<file path="src/sqrp_pkg.sv">
// Shared types, codes and helper functions for the server query reply parser.
// No dependencies.
`default_nettype none

package sqrp_pkg;

	typedef struct packed {
		logic [7:0] in_byte;
		logic       last_byte;
	} in_word_t;

	typedef struct packed {
		logic        kind;
		logic [2:0]  field_id;
		logic [7:0]  data_byte;
		logic        field_end;
		logic [2:0]  status;
		logic        passworded;
		logic [15:0] players;
		logic [15:0] max_players;
		logic        last;
	} out_word_t;

	// results produced by one input word, in delivery order
	typedef struct packed {
		logic [1:0] count;
		out_word_t  r0;
		out_word_t  r1;
	} push_t;

	typedef enum logic [2:0] {
		PH_HEADER,
		PH_LEN,
		PH_DATA,
		PH_TAIL,
		PH_DONE,
		PH_ERR
	} phase_t;

	typedef enum logic [2:0] {
		VS_START,
		VS_SIGNED,
		VS_INT0,
		VS_INT1,
		VS_FRAC1,
		VS_LE,
		VS_GT
	} vscan_t;

	localparam logic KIND_DATA    = 1'b0;
	localparam logic KIND_SUMMARY = 1'b1;

	localparam logic [2:0] ST_OK          = 3'd0;
	localparam logic [2:0] ST_BAD_HEADER  = 3'd1;
	localparam logic [2:0] ST_TRUNC_STR   = 3'd2;
	localparam logic [2:0] ST_ZERO_LEN    = 3'd3;
	localparam logic [2:0] ST_TRUNC_TAIL  = 3'd4;

	localparam logic [2:0] NUM_FIELDS     = 3'd5;
	localparam logic [2:0] VERSION_FIELD  = 3'd4;
	localparam logic [2:0] TAIL_LEN_NARROW = 3'd3;
	localparam logic [2:0] TAIL_LEN_WIDE   = 3'd5;

	// header "EYE3", index 0 is the first byte
	localparam logic [3:0][7:0] MAGIC = {8'h33, 8'h45, 8'h59, 8'h45};

	localparam int RBUF_DEPTH = 4;

	function automatic vscan_t scan_digit(input logic [7:0] c);
		vscan_t r;
		if (c == 8'h30) r = VS_INT0;
		else if (c == 8'h31) r = VS_INT1;
		else if (c >= 8'h32 && c <= 8'h39) r = VS_GT;
		else r = VS_LE;
		return r;
	endfunction

	// version text compared against 1.0, one character at a time
	function automatic vscan_t scan_next(input vscan_t st, input logic [7:0] c);
		logic   dig;
		vscan_t r;
		dig = (c >= 8'h30 && c <= 8'h39);
		case (st)
			VS_START: begin
				if (c == 8'h20 || (c >= 8'h09 && c <= 8'h0D)) r = VS_START;
				else if (c == 8'h2D) r = VS_LE;
				else if (c == 8'h2B) r = VS_SIGNED;
				else r = scan_digit(c);
			end
			VS_SIGNED, VS_INT0: r = scan_digit(c);
			VS_INT1: begin
				if (dig) r = VS_GT;
				else if (c == 8'h2E) r = VS_FRAC1;
				else r = VS_LE;
			end
			VS_FRAC1: begin
				if (c == 8'h30) r = VS_FRAC1;
				else if (dig) r = VS_GT;
				else r = VS_LE;
			end
			VS_GT: r = VS_GT;
			default: r = VS_LE;
		endcase
		return r;
	endfunction

endpackage

`default_nettype wire

</file>
<file path="src/sqrp_parse.sv">
// Parser state and per-word step logic: header check, string walk, tail counts.
// Depends on sqrp_pkg.
`default_nettype none

module sqrp_parse
	import sqrp_pkg::*;
(
	input  wire logic     clk,
	input  wire logic     arst_n,
	input  wire logic     step,
	input  wire in_word_t word,
	output push_t         push
);

	phase_t      phase_q, ph_d;
	logic [1:0]  hdr_q, hdr_d;
	logic [2:0]  fld_q, fld_d;
	logic [7:0]  left_q, left_d;
	vscan_t      vscan_q, vscan_d;
	logic [2:0]  tail_q, tail_d;
	logic        flag_q, flag_d;
	logic [15:0] pcount_q, pcount_d;
	logic [15:0] plimit_q, plimit_d;
	logic [2:0]  err_q, err_d;

	always_ff @(posedge clk or negedge arst_n) begin
		if (!arst_n) begin
			phase_q  <= PH_HEADER;
			hdr_q    <= '0;
			fld_q    <= '0;
			left_q   <= '0;
			vscan_q  <= VS_START;
			tail_q   <= '0;
			flag_q   <= 1'b0;
			pcount_q <= '0;
			plimit_q <= '0;
			err_q    <= ST_OK;
		end else begin
			phase_q  <= ph_d;
			hdr_q    <= hdr_d;
			fld_q    <= fld_d;
			left_q   <= left_d;
			vscan_q  <= vscan_d;
			tail_q   <= tail_d;
			flag_q   <= flag_d;
			pcount_q <= pcount_d;
			plimit_q <= plimit_d;
			err_q    <= err_d;
		end
	end

	always_comb begin
		logic [7:0] b;
		logic       fin;
		logic [2:0] fld_inc;
		logic [2:0] tail_inc;
		logic [7:0] left_dec;
		logic       wide;
		logic [2:0] st;
		out_word_t  c;
		out_word_t  s;
		logic       cv;
		logic       sv;

		b        = word.in_byte;
		fin      = word.last_byte;
		fld_inc  = fld_q + 3'd1;
		tail_inc = tail_q + 3'd1;
		left_dec = left_q - 8'd1;
		wide     = (vscan_q == VS_GT);
		st       = ST_OK;
		c        = '0;
		s        = '0;
		cv       = 1'b0;
		sv       = 1'b0;

		ph_d     = phase_q;
		hdr_d    = hdr_q;
		fld_d    = fld_q;
		left_d   = left_q;
		vscan_d  = vscan_q;
		tail_d   = tail_q;
		flag_d   = flag_q;
		pcount_d = pcount_q;
		plimit_d = plimit_q;
		err_d    = err_q;

		if (step) begin
			case (phase_q)
				PH_HEADER: begin
					if (b != MAGIC[hdr_q]) begin
						err_d = ST_BAD_HEADER;
						ph_d  = PH_ERR;
					end else if (hdr_q == 2'd3) begin
						hdr_d = '0;
						fld_d = '0;
						ph_d  = PH_LEN;
					end else begin
						hdr_d = hdr_q + 2'd1;
					end
				end
				PH_LEN: begin
					if (b == 8'd0) begin
						err_d = ST_ZERO_LEN;
						ph_d  = PH_ERR;
					end else if (b == 8'd1) begin
						fld_d = fld_inc;
						if (fld_inc >= NUM_FIELDS) begin
							ph_d   = PH_TAIL;
							tail_d = '0;
						end else begin
							ph_d = PH_LEN;
						end
					end else begin
						left_d = b - 8'd1;
						ph_d   = PH_DATA;
					end
				end
				PH_DATA: begin
					cv          = 1'b1;
					c.kind      = KIND_DATA;
					c.field_id  = fld_q;
					c.data_byte = b;
					c.field_end = (left_q <= 8'd1);
					c.last      = !fin;
					if (fld_q == VERSION_FIELD) vscan_d = scan_next(vscan_q, b);
					left_d = left_dec;
					if (left_dec == 8'd0) begin
						fld_d = fld_inc;
						if (fld_inc >= NUM_FIELDS) begin
							ph_d   = PH_TAIL;
							tail_d = '0;
						end else begin
							ph_d = PH_LEN;
						end
					end
				end
				PH_TAIL: begin
					if (tail_q == 3'd0) begin
						flag_d = (b == 8'd1);
					end else if (!wide) begin
						if (tail_q == 3'd1) pcount_d = {8'd0, b};
						else plimit_d = {8'd0, b};
					end else begin
						case (tail_q)
							3'd1: pcount_d = {b, 8'd0};
							3'd2: pcount_d = {pcount_q[15:8], b};
							3'd3: plimit_d = {b, 8'd0};
							default: plimit_d = {plimit_q[15:8], b};
						endcase
					end
					tail_d = tail_inc;
					if (tail_inc >= (wide ? TAIL_LEN_WIDE : TAIL_LEN_NARROW)) ph_d = PH_DONE;
				end
				default: begin
				end
			endcase

			if (fin) begin
				case (ph_d)
					PH_ERR:            st = err_d;
					PH_HEADER:         st = ST_BAD_HEADER;
					PH_LEN, PH_DATA:   st = ST_TRUNC_STR;
					PH_TAIL:           st = ST_TRUNC_TAIL;
					default:           st = ST_OK;
				endcase
				sv       = 1'b1;
				s.kind   = KIND_SUMMARY;
				s.status = st;
				s.last   = 1'b1;
				if (st == ST_OK) begin
					s.passworded  = flag_d;
					s.players     = pcount_d;
					s.max_players = plimit_d;
				end
				// re-arm for the next packet
				ph_d     = PH_HEADER;
				hdr_d    = '0;
				fld_d    = '0;
				left_d   = '0;
				vscan_d  = VS_START;
				tail_d   = '0;
				flag_d   = 1'b0;
				pcount_d = '0;
				plimit_d = '0;
				err_d    = ST_OK;
			end
		end

		push.count = {1'b0, cv} + {1'b0, sv};
		push.r0    = cv ? c : s;
		push.r1    = s;
	end

endmodule

`default_nettype wire

</file>
<file path="src/sqrp_rbuf.sv">
// Result buffer: small register FIFO taking up to two words per cycle.
// Depends on sqrp_pkg.
`default_nettype none

module sqrp_rbuf
	import sqrp_pkg::*;
(
	input  wire logic  clk,
	input  wire logic  arst_n,
	input  wire push_t push,
	output logic       room,
	output logic       out_valid,
	input  wire logic  out_ready,
	output out_word_t  out_data
);

	localparam int PW = $clog2(RBUF_DEPTH);
	localparam int CW = $clog2(RBUF_DEPTH + 1);

	out_word_t         mem_q [RBUF_DEPTH];
	logic [PW-1:0]     wr_q;
	logic [PW-1:0]     rd_q;
	logic [CW-1:0]     cnt_q;
	logic              pop;
	logic [PW-1:0]     wr_nxt;

	assign pop       = out_valid && out_ready;
	assign out_valid = (cnt_q != '0);
	assign out_data  = mem_q[rd_q];
	assign wr_nxt    = wr_q + PW'(1);
	// space for a worst-case pair of results
	assign room      = (cnt_q <= CW'(RBUF_DEPTH - 2));

	always_ff @(posedge clk) begin
		if (push.count != 2'd0) mem_q[wr_q] <= push.r0;
		if (push.count == 2'd2) mem_q[wr_nxt] <= push.r1;
	end

	always_ff @(posedge clk or negedge arst_n) begin
		if (!arst_n) begin
			wr_q  <= '0;
			rd_q  <= '0;
			cnt_q <= '0;
		end else begin
			wr_q  <= wr_q + PW'(push.count);
			if (pop) rd_q <= rd_q + PW'(1);
			cnt_q <= cnt_q + CW'(push.count) - CW'(pop);
		end
	end

endmodule

`default_nettype wire

</file>
<file path="src/server_query_reply_parser.sv">
// Top level of the server query reply parser: input register, parser, result FIFO.
// Depends on sqrp_pkg, sqrp_parse and sqrp_rbuf.
//
// Takes one packet byte per word with a last-byte mark and returns string content
// words tagged by field plus one summary word per packet (status, password flag,
// player counts). A byte passes an input register; when the result FIFO has room,
// the parser takes it, updates its state and pushes zero, one or two result words
// into a four-entry FIFO. Sustained rate is one byte per cycle while the output
// side drains; a byte that ends a packet inside a string yields two words.
`default_nettype none

module server_query_reply_parser
	import sqrp_pkg::*;
(
	input  wire logic      clk,
	input  wire logic      arst_n,
	input  wire logic      in_valid,
	output logic           in_ready,
	input  wire in_word_t  in_data,
	output logic           out_valid,
	input  wire logic      out_ready,
	output out_word_t      out_data
);

	logic     v_s1;
	in_word_t word_s1;
	logic     room;
	logic     advance;
	push_t    push;

	assign advance  = v_s1 && room;
	assign in_ready = !v_s1 || room;

	always_ff @(posedge clk or negedge arst_n) begin
		if (!arst_n) begin
			v_s1 <= 1'b0;
		end else if (in_ready) begin
			v_s1 <= in_valid;
		end
	end

	always_ff @(posedge clk) begin
		if (in_ready && in_valid) word_s1 <= in_data;
	end

	sqrp_parse u_parse (
		.clk    (clk),
		.arst_n (arst_n),
		.step   (advance),
		.word   (word_s1),
		.push   (push)
	);

	sqrp_rbuf u_rbuf (
		.clk       (clk),
		.arst_n    (arst_n),
		.push      (push),
		.room      (room),
		.out_valid (out_valid),
		.out_ready (out_ready),
		.out_data  (out_data)
	);

endmodule

`default_nettype wire
</file>
<file path="config.mk">
export PLATFORM = sky130hd
export DESIGN_NAME = server_query_reply_parser
export DESIGN_NICKNAME = d
export VERILOG_FILES = /design/src/sqrp_pkg.sv /design/src/sqrp_parse.sv /design/src/sqrp_rbuf.sv /design/src/server_query_reply_parser.sv
export SDC_FILE = /design/constraint.sdc
export NUM_CORES = 1
export LEC_CHECK = 0
export ABC_CLOCK_PERIOD_IN_PS = 8600
export BUFFER_PORTS_ARGS = -buffer_cell sky130_fd_sc_hd__buf_2
export CORE_MARGIN = 2
export CORE_UTILIZATION = 57
export CTS_CLUSTER_SIZE = 25
export DETAILED_ROUTE_END_ITERATION = 10
export GPL_TIMING_DRIVEN = 0
export PLACE_DENSITY_LB_ADDON = 0.15
export SETUP_SLACK_MARGIN = 0.05
export SLEW_MARGIN = 20
export SYNTH_ARGS = -nofsm -noshare
export SYNTH_HDL_FRONTEND = slang
export SYNTH_HIERARCHICAL = 1
export SYNTH_SLANG_ARGS = --single-unit
</file>
<file path="constraint.sdc">
create_clock -name clk -period 8.6 [get_ports clk]
set_input_delay 2.15 -clock clk [delete_from_list [all_inputs] [get_ports clk]]
set_output_delay 2.15 -clock clk [all_outputs]
set_load 0.02 [all_outputs]
</file>
Yosys cells after proc, flatten, opt, wreduce, memory -nomap -nowiden:

Memories as Yosys holds them, arrays and structs flattened.
Index checks and enable logic that the tools add are counted.

* output and inout port bits: 52
* register bits after elaboration: 75
* memories kept: 1
* input port bits: 13
* bits in writable memories: 200

* add/sub/neg operators: 11
* order comparisons: 10
* reduce and logical (&&, ||, !) cells: 33
* eq/ne operators: 33
* multiplexer cells: 86

Memory list
* u_rbuf.mem_q: depth 4, bits a word 50, read ports 1, clocked after Yosys merged registers in 0, wr ports 2, line sqrp_rbuf.sv:20 `out_word_t mem_q [RBUF_DEPTH];`

Operators with widths (number)
* two-way mux 16 bit: 10
* two-way mux 3 bit: 34
* two-way mux 37 bit: 2
* case mux 16 bit (2 select lines): 2
* two-way mux 50 bit: 1
* equality test 8 x 6 -> 1 bit (second input constant): 6
* two-way mux 33 bit: 1
* two-way mux 8 bit: 4
* equality test 3 x 2 -> 1 bit (second input constant): 8
* case mux 3 bit (4 select lines): 2
* case mux 3 bit (3 select lines): 2
* binary-select mux 8 bit (select 2 bit): 1
* greater-or-equal comparator 8 x 6 -> 1 bit (second input constant): 2
* zero test 8 bit: 2
* two-way mux 2 bit: 8
* case mux 8 bit (2 select lines): 1
* subtractor 8 x 1 -> 8 bit (second input constant): 2
* zero test 3 bit: 5
* case mux 3 bit (5 select lines): 1
* two-way mux 1 bit: 14
* two-way mux 13 bit: 1
* equality test 3 x 1 -> 1 bit (second input constant): 4
* equality test 3 bit (second input constant): 4
* two-way mux 12 bit: 1
* 32 further kinds: 55

Depth between registers and ports, before layout:

* word-level depth: 17
* depth in mapped cells: 13

By module:

Netlist, hierarchy kept.

Modules (own cells, without submodules)
* sqrp_rbuf: cells an instance 525, times used 1, area each 10471.3 sq um, sequential area each 6180.9 sq um
* sqrp_parse: cells an instance 640, times used 1, area each 5412.7 sq um, sequential area each 1451.4 sq um
* server_query_reply_parser: cells an instance 14, times used 1, area each 330.3 sq um, sequential area each 295.3 sq um

Least setup slack after synthesis:

OpenSTA, ideal clock, no wires.

* kind: reg2reg
* start point: register u_parse.phase_q[2]
* end point: memory u_rbuf/mem_q[0][0] in the netlist's numbering, enable pin
* cell stages (with the launch flop): 10
* setup time: 527 ps
* slack: 2300 ps
* data required time: 8073 ps
* arrival time: 5773 ps
* buffers on the path: 3
* path through: dfrtp_1 > clkbuf_1 > nor3b_1 > clkbuf_1 > clkbuf_1 > nand2_1 > ha_1 > inv_1 > o21bai_1 > o21ai_0

RTL lines
* from (decl): line sqrp_parse.sv:15 `phase_t phase_q, ph_d;`
* from (signal assigned): line sqrp_parse.sv:39 `phase_q <= ph_d;`
* to (decl): line sqrp_rbuf.sv:20

==> metrics.txt <==
P_sw ~2 mW; max-cap violations 0; Critical Path Start Type flip-flop; vias per cell between 6 and 7; Yosys reg bits approximately 280; n_diodes 0; ranking of synthesized cells by area edfxtp_1, dfrtp_1, mux2_4, mux2_2, mux4_2; Largest stage delay, worst path between 600 and 700 ps; Setup crit end kind output pin; f_max approximately 210 MHz; status finished clean; Starting Density 58.0%; wire length on met3 between 2000 and 3000 um; DP Area 17400 um^2; first-pass GRT wire length roughly 63000 um; RSZ-0062 raised after global routing false; Metal-1 WL approximately 18000 um; clock power share between 20 and 25%; Synth cell types 94; 1st-pass router iterations 5; Worst VDD drop 0.000170 V; Setup Skew about 20 ps; footprint of the multi-input gates around 7600 um^2; switching share of power 38.9%; Req. time, crit path between 6000 and 7000 ps; Setup violations, final 0; ys async rst share a little under a quarter; Int Pwr 3.09 mW; post-synth top area cell edfxtp_1; row cnt a little over 60; PortBufs 64; Final Wtd Congestion between 0.9 and 1; cts hold-fix bufs 0; Clock Pin Slew Worst Setup and Hold Paths 60 ps; CTS tree done; highest metal layer with signal wires met4; hold crit path type reg -> reg; Final min period about 4700 ps; Top Ports 65; Fin. Hold Viols 0; EDFF count, synth 209; final wirelength 39800 um; Gate power share between 40% and 50%; Worst R2R End u_rbuf/mem_q[0][23]; Clock Sinks between 200 and 300; Arr. time, crit path around 2600 ps; largest net degree at the start of global routing slightly above 40; Die Wd 173 um; Post-Synthesis Cells around 1200; metal2 WL about 19000 um; Post-CTS Setup Bufs 0; share of post-route cells with drive strength above 1 a little under two fifths; Post-Syn Area between 15000 and 20000 um^2; P_leak between 6 and 7 nW; Worst Setup Path Type reg -> out; Power, Total 5.06 mW; Root Driver clkbuf_16; critical-path cell list clkbuf_1, clkbuf_1, mux4_2, buf_2; antenna-violating nets left 0; Die H roughly 170 um; P&R area growth vs syn 12.9%; filler instances 2124; Period Utilization, post-route a little over half; actual slew at the worst max-slew pin around 840 ps; register area about 8000 um^2; critical path's most frequent cell clkbuf_1; Final #Nets 1335; synthesized area per cell between 10 and 15 um^2; Max-slew headroom between 40% and 50%; crit path launch u_rbuf/rd_q[1]; fin cells roughly 1700; final slew viol count 0; vias in the first global route 10700; Reg power frac between 30 and 40%; Final Core Density about two thirds; dpl hpwl 27900 um; routed len/inst ~23 um; Iteration-0 DRC Markers around 1100; critical path's slowest cell clkbuf_1; pwr dens around 280 nW/um^2; post_cts resized 0; Ys Warns 6; maximum fanout along the worst path 10; placed cells 1643; TritonCTS buffer count 30; Worst Setup EP out_data[30]; cell with the most instances after synthesis edfxtp_1; Longest Clk Path Bufs 3; Via Count 10800; share of the synthesized area in the top cell type 38.7%; Design Area, Final 18300 um^2; predominant post-synthesis flop cell edfxtp_1; worst reg-to-reg setup slack between 3000 and 4000 ps; CTS H-tree depth 1; GRT Total Usage a little over a quarter; DIE AREA between 20000 and 30000 um^2; Clk Latency, worst-skew pair around 570 ps; grt ovf 0; FF-to-FF path depth 12; Commonest cells post-synth edfxtp_1, mux2_2, mux2_4; drt drc 0; core box area 27900 um^2; initial antenna violation count 0; sequential element share of the synthesized area between 40 and 50%; r2r startpoint u_parse/phase_q[2]
layout make-up:
cell class | count | share of cell area, %
plain buffers | 110 | 3.70
repair buffers | 75 | 3.23
inverters | 35 | 0.718
clock buffers | 50 | 4.96
multi-input cells | 770 | 41.3
clock inverters | 6 | 0.226
well taps | 378 | 2.58
flip-flops and latches | 275 | 43.3
flip-flops by register name (all words and copies together), names as in the netlist, 3 cells and up:
register / cells
u_parse/fld_q: 3
u_parse/tail_q: 3
u_parse/vscan_q: 3
u_parse/phase_q: 3
u_rbuf/cnt_q: 3
u_parse/plimit_q: 16
u_parse/err_q: 3
u_parse/pcount_q: 16
u_parse/left_q: 8
word_s1: 9
u_rbuf/mem_q: 200
power by group through the flow:
stage | clock [mW] | combinational [mW] | sequential, mW
5_1_grt | 1.30 | 2.27 | 1.73
3_5_place_dp | 0 | 2.10 | 1.73
6_report | 1.23 | 2.12 | 1.71
2_1_floorplan | 0 | 1.47 | 1.72
3_3_place_gp | 0 | 2.00 | 1.75
4_1_cts | 1.24 | 2.11 | 1.71
metal layers:
metal  up-vias  track usage, %
met1      5449            39.2
met3        59            3.80
met4         0            6.39
li1       4895               -
met5         -               0
met2       403            42.3
worst min-delay path by stage:
stage / start / slack, ps / endpoint / cells past startpoint
after floorplan: u_parse/flag_q / 450 / u_parse/flag_q / 1
after global placement: u_parse/flag_q / 460 / u_parse/flag_q / 1
after detailed placement: u_parse/flag_q / 470 / u_parse/flag_q / 1
after CTS: u_parse/flag_q / 490 / u_parse/flag_q / 1
after global routing: u_parse/flag_q / 500 / u_parse/flag_q / 1
final: u_parse/flag_q / 490 / u_parse/flag_q / 1
cells in the final DEF (no fill, tap or decap), drive strengths merged, types with 7 or more instances in the layout:
cell type,netlist,routed
a21oi,42,42
mux2,201,201
a32oi,25,25
inv,34,34
clkinv,1,7
mux4,50,50
dfrtp,66,66
nor3,10,10
nand4,7,7
buf,70,145
edfxtp,209,209
nand2b,8,8
nor2,56,56
a211oi,71,71
nand2,45,45
o21ai,29,29
ha,24,24
xnor2,10,10
a22oi,9,9
conb,1,12
o2bb2ai,36,36
clkbuf,40,90
nand3,10,10
metrics by stage:
step | setup slack [ps] | TNS [ps] | hold WS (ps)
after floorplan | 2300 | 0 | 448
after global placement | -1600 | -79660 | 464
after detailed placement | 4000 | 0 | 472
after CTS | 3860 | 0 | 488
after global routing | 3690 | 0 | 501
final | 3880 | 0 | 487
critical path: cells and delay by family, from the launching register on:
family,cells,cell delay (ps)
buffers and inverters,3,1220
flip-flops,1,320
multiplexers,1,460
kinds of logic after synthesis:
family	share of synthesized area (%)
DFF	48.9
AOI/OAI and AO/OA	13.5
and+or+nand+nor	6.47
buffers and inverters	4.99
other	0.0231
xor gates and xnor gates	0.864
adders and majority gates	1.98
muxes	23.3
No activity file was read; power rests on OpenSTA's default activity.
